**src/hdl/gba_ram.sv**
```systemverilog
module gba_ram #(
   parameter int WIDTH = 8,
   parameter int DEPTH = 16
) (
   input  logic                     clock,
   input  logic                     we,
   input  logic [$clog2(DEPTH)-1:0] waddr,
   input  logic [WIDTH-1:0]         wdata,
   input  logic [$clog2(DEPTH)-1:0] raddr,
   output logic [WIDTH-1:0]         rdata
);

   logic [WIDTH-1:0] mem [DEPTH];
   logic [WIDTH-1:0] rdata_ff;

   always_ff @(posedge clock) begin
      if (we) begin
         mem[waddr] <= wdata;
      end
      rdata_ff <= mem[raddr];
   end

   assign rdata = rdata_ff;

endmodule

```
**config.mk**
```make
export PLATFORM = sky130hd
export DESIGN_NAME = gba_ram
export DESIGN_NICKNAME = d
export VERILOG_FILES = /design/src/hdl/gba_ram.sv
export SDC_FILE = /design/constraint.sdc
export NUM_CORES = 1
export LEC_CHECK = 0
export BUFFER_PORTS_ARGS = -buffer_cell sky130_fd_sc_hd__buf_2
export CAP_MARGIN = 20
export CORE_UTILIZATION = 50
export DETAILED_ROUTE_END_ITERATION = 10
export PLACE_DENSITY_LB_ADDON = 0.05
export REMOVE_ABC_BUFFERS = 1
export SLEW_MARGIN = 30
export SYNTH_ARGS = -nofsm -noshare
export SYNTH_HDL_FRONTEND = slang
export SYNTH_SLANG_ARGS = --single-unit
```
**constraint.sdc**
```tcl
create_clock -name clock -period 2.1 [get_ports clock]
set_clock_uncertainty 0.1 [all_clocks]
set_input_delay 0.42 -clock clock [delete_from_list [all_inputs] [get_ports clock]]
set_output_delay 0.42 -clock clock [all_outputs]
set_load 0.005 [all_outputs]
```
==> metrics <==
share of cells above drive strength 1=0.3165; WL per Instance=between 20 and 25 um; Peak Freq=between 600 and 700 MHz; met2 WL post-DR=4817 um; fin crit period=around 1500 ps; routed vias/inst=5.658; Post-synth ARST share=0; first-pass GRT wire length=between 10,000 and 15,000 um; Synth Area per Inst=around 22 sq um; EDFF count, synth=between 100 and 150; synthesized cell area=5147 sq um; Hold Crit Class=in -> reg; relative slew slack=0.6979; TNS Setup=0 ps; CTS H-tree depth=4; die area=around 11,000 sq um; Starting DRT DRC Count=145; fin. max-slew vios=0; setup bufs post-CTS=0; vias in the first global route=2,410; filler cell count=704; area delta synth->final=19.40%; root buffer cell=clkbuf_8; post-detail-place hpwl=slightly below 6000 um; routed vias=roughly 2,400; worst-path maximum fanout=1; Tcrit/Tclk final=0.7132; Post-CTS Hold Fix Bufs=0; DR top layer=met4; Min Hold Slack=201.6 ps; Placer Congestion=between 0.6 and 0.7; R2R Setup Slk=between 600 and 700 ps; unique cell type count in the Yosys netlist=19; Nets=~300; Resized Gates After CTS=0; Yosys warning count=0; DRT met1 WL=between 4000 and 5000 um; top-count cell post-synth=edfxtp_1; Pleak=between 2 and 2.5 nW; total power=approximately 6.3 mW; CP peak stage delay=between 300 and 400 ps; core area=between 9000 and 10,000 sq um; Final setup viols=0; initial antenna violation count=1; IO buf count=25; Synth top cells by count=128 x edfxtp_1, 18 x mux4_2, 16 x a22oi_1; xor/xnor share of the synthesized area=0; worst path bufs/invs=1; fraction of synthesized cell area taken by the top area cell type=0.7467; total power divided by cell area=roughly 1000 nW/um^2; largest family of logic cells by synthesized area=multiplexers; CTS tree=built; status=finished, final reports clean; Arr. time, crit path=between 900 and 1000 ps; CTS sink cnt=between 100 and 150; kind of critical path=reg -> out; Antenna Cells=0; Synth Flop Type=edfxtp_1; met3 WL=458 um; worst vdd ir=between 500 and 600 uV; io pins=26; Congestion Overflow GR=0; Critical Path RT=roughly 1600 ps; mux share of post-synthesis cell area=0.1502; gr usage total=0.2042; 1st-pass router iterations=4; final wirelength=between 9000 and 10,000 um; Worst-Skew Late Latency=around 500 ps; CP endpoint kind=output pin; Post-Synth Adder-Cell Area=0; Max Cap Viol=0; worst-path cell chain=buf_2; Initial Utilization=0.5218; DRC Markers=0; Max clock buf depth=2; Std-Cell Rows=36; leading area contributor after synthesis=edfxtp_1; synthesized flop and latch total=136; cell family with most CP delay=flip-flops; top area cells in the synthesized netlist=edfxtp_1 75%, mux4_2 7.9%, mux4_1 7.1%, dfxtp_1 3.1%, a22oi_1 2.3%; Worst Tran Pin Value=between 400 and 500 ps; Synth Area in Compound Gates=0.02333; TritonCTS Buffers=17; nature of the critical path startpoint=flop; ANT nets after route=0; Final Hold Viols=0; Die Span X=103.5 um; simple-gate share of the synthesized area=0.03184; Synth Instances=approximately 230; unrepaired setup endpoints after global routing=false; Seq/Total Area, Yosys=0.7778; clk slew on worst S/H paths=roughly 60 ps; Critical Path Slowest Stage Cell=dfxtp_1; DIE HEIGHT=between 100 and 150 um; largest net degree at the start of global routing=33
-- cells by family after synthesis --
logic type             Yosys count
DFF                            136
and+or+nand+nor                 35
AOI/OAI and AO/OA               16
buffers and inverters           10
muxes                           32
-- cell usage in the layout, fill, tap and decap left out --
cell          n
nor2b_1       1
clkinv_2      4
nand2b_1      2
buf_4        18
nor2_1       13
nand3_1       1
clkinv_1      3
clkinv_4      2
nand3b_1      2
or3b_2        1
mux4_1       14
mux4_2       18
bufinv_16     4
buf_2        25
clkbuf_16    16
dfxtp_1       8
a22oi_1      16
nor3_1        4
and2b_1       1
and2_1        1
clkbuf_8      1
nand2_1       9
clkinvlp_4    2
buf_12        3
edfxtp_1    128
-- stage by stage --
stage	utilization	cell area [sq um]	setup WS, ps	std cells
final	0.6230	6146	602.3	430
after global routing	0.6230	6146	566.4	430
after CTS	0.6230	6146	584.5	430
after detailed placement	0.5624	5548	142.9	398
after global placement	0.5624	5548	157.4	398
after floorplan	-	5061	87.13	219
-- layout make-up --
cell class	count	area, sq um	share of cell area
sequential	136	4004	0.6515
timing repair buffer	46	320.3	0.05212
tap	133	166.4	0.02708
multi-input combinational	83	1057	0.1720
clock inverter	15	183.9	0.02993
clock buffer	17	414.1	0.06739
-- path summary, 6_finish.rpt --
path	startpoint	depth (start not counted)	end
setup / recovery	rdata[3]	1	rdata[3]
hold / removal	wdata[7]	1	mem[4][7]
setup reg to reg	mem[1][0]	3	rdata[0]
hold reg to reg	mem[12][4]	3	rdata[4]
-- state kept, by name (all words and copies together), names as in the netlist --
register and flops:
mem 128, rdata 8
-- metal layers --
metal  track usage  vias up
met2        0.3204       78
met4       0.08234        0
met3       0.05040        4
li1              -     1083
met1        0.2780     1268
met5             0        -
-- power by group --
part	switching (mW)	leakage, nW	internal, mW	total, mW
combinational	0.154	0.595	0.127	0.281
clock	1.03	0.290	1.91	2.94
sequential	0.0186	1.22	3.04	3.05
Power figures use the tool's default switching activity.
