--- config.mk ---
export PLATFORM = sky130hd
export DESIGN_NAME = gba_div
export DESIGN_NICKNAME = d
export VERILOG_FILES = /design/src/hdl/gba_pkg.sv /design/src/hdl/gba_div.sv
export SDC_FILE = /design/constraint.sdc
export NUM_CORES = 1
export LEC_CHECK = 0
export ABC_AREA = 1
export BUFFER_PORTS_ARGS = -buffer_cell sky130_fd_sc_hd__buf_4
export CAP_MARGIN = 20
export CORE_ASPECT_RATIO = 2
export CORE_MARGIN = 3
export CORE_UTILIZATION = 40
export DETAILED_ROUTE_END_ITERATION = 16
export PLACE_DENSITY_LB_ADDON = 0.25
export SLEW_MARGIN = 20
export SYNTH_ARGS = -nofsm -noshare
export SYNTH_HDL_FRONTEND = slang
export SYNTH_SLANG_ARGS = --single-unit
--- constraint.sdc ---
create_clock -name clock -period 2.7 [get_ports clock]
set_clock_uncertainty 0.1 [all_clocks]
set_input_delay 0.405 -clock clock [delete_from_list [all_inputs] [get_ports clock]]
set_output_delay 0.405 -clock clock [all_outputs]
set_load 0.02 [all_outputs]
--- src/hdl/gba_pkg.sv ---
package gba_pkg;

   // grid geometry
   localparam int TIME_SLOTS = 4;
   localparam int GRID_ROWS  = 256;
   localparam int GRID_COLS  = 256;
   localparam int CELLS      = TIME_SLOTS * GRID_ROWS * GRID_COLS;
   localparam int ADDR_W     = (CELLS > 1) ? $clog2(CELLS) : 1;

   // cell word: running sum above sample count
   localparam int SUM_W   = 48;
   localparam int COUNT_W = 16;
   localparam int CELL_W  = SUM_W + COUNT_W;
   localparam logic [COUNT_W-1:0] COUNT_MAX = '1;

   // shared divider
   localparam int DIV_N_W    = 48;
   localparam int DIV_D_W    = 16;
   localparam int DIV_STEP_W = $clog2(DIV_N_W);

   // configuration register map
   localparam logic [2:0] REG_LAT_ORIGIN    = 3'd0;
   localparam logic [2:0] REG_LON_ORIGIN    = 3'd1;
   localparam logic [2:0] REG_CELL_SIZE     = 3'd2;
   localparam logic [2:0] REG_ROWS_USED     = 3'd3;
   localparam logic [2:0] REG_COLS_USED     = 3'd4;
   localparam logic [2:0] REG_SLOTS_USED    = 3'd5;
   localparam logic [2:0] REG_MISSING_FLOOR = 3'd6;

   // operation codes
   localparam logic OP_ACCUMULATE = 1'b0;
   localparam logic OP_READOUT    = 1'b1;

   typedef enum logic [4:0] {
      ST_CLEAR,
      ST_IDLE,
      ST_ACC_LAT,
      ST_ACC_LAT_W,
      ST_ACC_LON,
      ST_ACC_LON_W,
      ST_ACC_ADDR,
      ST_ACC_RD,
      ST_ACC_WR,
      ST_RD_COL,
      ST_RD_COL_W,
      ST_RD_ROW,
      ST_RD_ROW_W,
      ST_RD_ADDR,
      ST_RD_MEM,
      ST_RD_DATA,
      ST_RD_MEAN,
      ST_RD_MEAN_W,
      ST_EMIT
   } state_type;

endpackage

--- src/hdl/gba_div.sv ---
module gba_div (
   input  logic                        clock,
   input  logic                        reset,
   input  logic                        start,
   input  logic [gba_pkg::DIV_N_W-1:0] dividend,
   input  logic [gba_pkg::DIV_D_W-1:0] divisor,
   output logic                        done,
   output logic [gba_pkg::DIV_N_W-1:0] quotient,
   output logic [gba_pkg::DIV_D_W-1:0] remainder
);

   logic                           busy_ff, busy_in;
   logic                           done_ff, done_in;
   logic [gba_pkg::DIV_STEP_W-1:0] step_ff, step_in;
   logic [gba_pkg::DIV_N_W-1:0]    quo_ff, quo_in;
   logic [gba_pkg::DIV_D_W-1:0]    rem_ff, rem_in;
   logic [gba_pkg::DIV_D_W-1:0]    dvs_ff, dvs_in;
   logic [gba_pkg::DIV_D_W:0]      trial;
   logic [gba_pkg::DIV_D_W:0]      diff;
   logic                           fits;

   // restoring division, one quotient bit per cycle
   always_comb begin
      trial   = {rem_ff, quo_ff[gba_pkg::DIV_N_W-1]};
      diff    = trial - {1'b0, dvs_ff};
      fits    = !diff[gba_pkg::DIV_D_W];
      busy_in = busy_ff;
      done_in = 1'b0;
      step_in = step_ff;
      quo_in  = quo_ff;
      rem_in  = rem_ff;
      dvs_in  = dvs_ff;
      if (start) begin
         busy_in = 1'b1;
         step_in = '0;
         quo_in  = dividend;
         rem_in  = '0;
         dvs_in  = divisor;
      end else if (busy_ff) begin
         quo_in  = {quo_ff[gba_pkg::DIV_N_W-2:0], fits};
         rem_in  = fits ? diff[gba_pkg::DIV_D_W-1:0] : trial[gba_pkg::DIV_D_W-1:0];
         step_in = step_ff + 1'b1;
         if (step_ff == gba_pkg::DIV_STEP_W'(gba_pkg::DIV_N_W - 1)) begin
            busy_in = 1'b0;
            done_in = 1'b1;
         end
      end
   end

   always_ff @(posedge clock) begin
      if (reset) begin
         busy_ff <= 1'b0;
         done_ff <= 1'b0;
         step_ff <= '0;
      end else begin
         busy_ff <= busy_in;
         done_ff <= done_in;
         step_ff <= step_in;
      end
      quo_ff <= quo_in;
      rem_ff <= rem_in;
      dvs_ff <= dvs_in;
   end

   assign done      = done_ff;
   assign quotient  = quo_ff;
   assign remainder = rem_ff;

endmodule

==> metrics.csv <==
metric,value,unit
status,"complete, no violations",
CTS Sinks,88,
core area,0.0114,mm2
Layout area overhead,30.8,%
FF-to-FF path depth,13,
vias in the first global route,4527,
FP Rows,55,
launch point of the critical path,quotient[47],
period utilization,0.908,
first-pass GRT wire length,20400,um
crit path to,quotient[0],
initial antenna violation count,0,
n_diodes,0,
Worst-Margin Slew,0.680,ns
largest net degree at the start of global routing,48,
CP required,2.67,ns
detailed-route DRC error count,0,
Setup CP Type,reg -> reg,
max-cap violation count,0,
GR Overflow Total,0,
leakage power,3.25,nW
Max Clock Freq,0.408,GHz
chip width,82.5,um
syn_area_per_cell,7.72,um2
reg2reg setup slack,0.25,ns
number of fillers in the final layout,1123,
"top cells by area, synth","edfxtp_1 (41%), nand2_1 (24%), dfxtp_1 (10%)",
Vias/cell,4.80,
worst reg2reg path endpoint,quotient[0],
critical path data arrival time,2.42,ns
Clock H-tree levels,3,
final setup fails,0,
peak supply drop,405,uV
Yosys reg bits,88,
# hold bufs at CTS,0,
top-count cell post-synth,nand2_1,
"EDFF count, synth",64,
most common library cells after synthesis,"nand2_1 (299), inv_1 (90), edfxtp_1 (64)",
post_cts resized,0,
Synth Instances,607,
Ys Warns,0,
Via Count,4252,
Routed WL,12300,um
Skew-Pair Late Insertion Delay,0.33,ns
Final nets,823,
# IOs,132,
CP Max Fanout,17,
ANT nets after route,0,
Placer Congestion,0.877,
post-DP HPWL,9510,um
Synth Flop Type,edfxtp_1,
I/O Buffers,131,
worst hold path class,in -> reg,
Clock Root Buffer,clkbuf_16,
"area leader, netlist",edfxtp_1,
1st-iter DRT viols,187,
RSZ-0062 raised after global routing,false,
post-synth top area share,0.410,
WL/cell,13.9,um
clock-pin slew on the worst setup and hold paths,0.07,ns
"Async S/R FF share, synth",0,
maximum buffer depth of the clock tree,2,
Crit. End Element,flip-flop,
fin. max-slew vios,0,
"Hold Vio Cnt, Final",0,
Final Core Density,0.540,
synth unique cells,27,
setup bufs post-CTS,0,
DIE AREA,0.0131,mm2
Power Density,566,mW/mm2
syn_nets,692,
CTS tree,done,
total track usage,0.199,
register area share after synthesis,0.513,
Slew headroom,0.546,
Design Power,3.47,mW
Initial Util,0.413,
startpoint class of the critical path,flip-flop,
Synth Cell Area,0.00469,mm2
Crit Reg-Reg Startpoint,quotient[47],
layout cells sized above 1,0.215,
min Tclk post-route,2.45,ns
first drt pass iteration count,4,
setup_tns,0,ns
Die Y,159,um
Num CTS Buffers,9,
-- power by group --
part / total (mW) / switching, mW / internal, mW
clock network: 1.29 / 0.518 / 0.771
logic: 0.555 / 0.323 / 0.232
registers: 1.62 / 0.0539 / 1.57
-- worst min path at each step --
stage,startpoint,endpoint,cells past startpoint
3_5_place_dp,step_ff[5],step_ff[5],2
2_1_floorplan,step_ff[5],step_ff[5],2
5_1_grt,divisor[4],dvs_ff[4],1
3_3_place_gp,step_ff[5],step_ff[5],2
6_report,divisor[9],dvs_ff[9],1
4_1_cts,divisor[9],dvs_ff[9],1
-- placed cells by master, fill, tap and decap left out, drive strengths merged --
master and count:
dfxtp 24, clkbuf 11, inv 90, xor2 3, nor3b 2, nand4 4, nor2 19, edfxtp 64
nor3 5, clkinv 2, and3 1, ha 17, a21oi 12, fa 1, a31oi 2, nand3 30
bufinv 1, clkinvlp 2, xnor2 4, nand2 303, or2 2, o21ai 8, buf 135, and2 1
-- logic make-up (layout without fill, tap and decap cells) --
family | count (synthesis) | after routing | synth area share
AO/OA/AOI/OAI | 22 | 22 | 0.0248
XOR/XNOR | 7 | 7 | 0.0131
flip-flops | 88 | 88 | 0.513
AND/OR/NAND/NOR | 367 | 367 | 0.312
adder cells (fa/ha/maj) | 18 | 18 | 0.0497
buffers and inverters | 105 | 241 | 0.0876
-- per-stage QoR --
| stage | area, um2 | std cells | worst slack (ns) | hold WS, ns |
|---|---|---|---|---|
| global placement | 5820 | 869 | 0.321 | 0.353 |
| CTS | 6130 | 885 | 0.242 | 0.122 |
| finish | 6130 | 885 | 0.248 | 0.141 |
| global route | 6130 | 885 | 0.00824 | 0.123 |
| detailed placement | 5820 | 869 | 0.236 | 0.364 |
| floorplan | 4690 | 607 | 0.224 | 0.339 |
-- registers in the layout, indices dropped and copies added (netlist names) --
name / cells
dvs_ff: 16
step_ff: 6
quotient: 48
busy_ff: 1
done: 1
remainder: 16
-- layer usage --
metal  global-route usage  wire (um)  vias up
li1                     -          -     2141
met1                0.209       4420     1944
met2                0.350       6600      132
met3               0.0470        705       35
met4                0.109        612        0
met5                    0          0        -
-- cell type report --
class / count / area [um2] / area share
Sequential cell: 88 / 2400 / 0.392
Multi-Input combinational cell: 414 / 1880 / 0.306
Timing Repair Buffer: 135 / 1030 / 0.167
Inverter: 90 / 338 / 0.0551
Clock buffer: 11 / 254 / 0.0414
Tap cell: 142 / 178 / 0.0290
Clock inverter: 5 / 55.1 / 0.00898
-- critical path, cell delays in order (launching register included) --
cell and delay, ns:
edfxtp_1 0.35, inv_1 0.06, ha_1 0.21, fa_1 0.42
inv_1 0.07, nand2_1 0.05, nand2_1 0.10, nand3_1 0.08
nand2_1 0.12, nand2_2 0.07, nand2_1 0.08, nand2_1 0.06
nand2_2 0.29, o21ai_0 0.13
No activity file was read; power rests on OpenSTA's default activity.
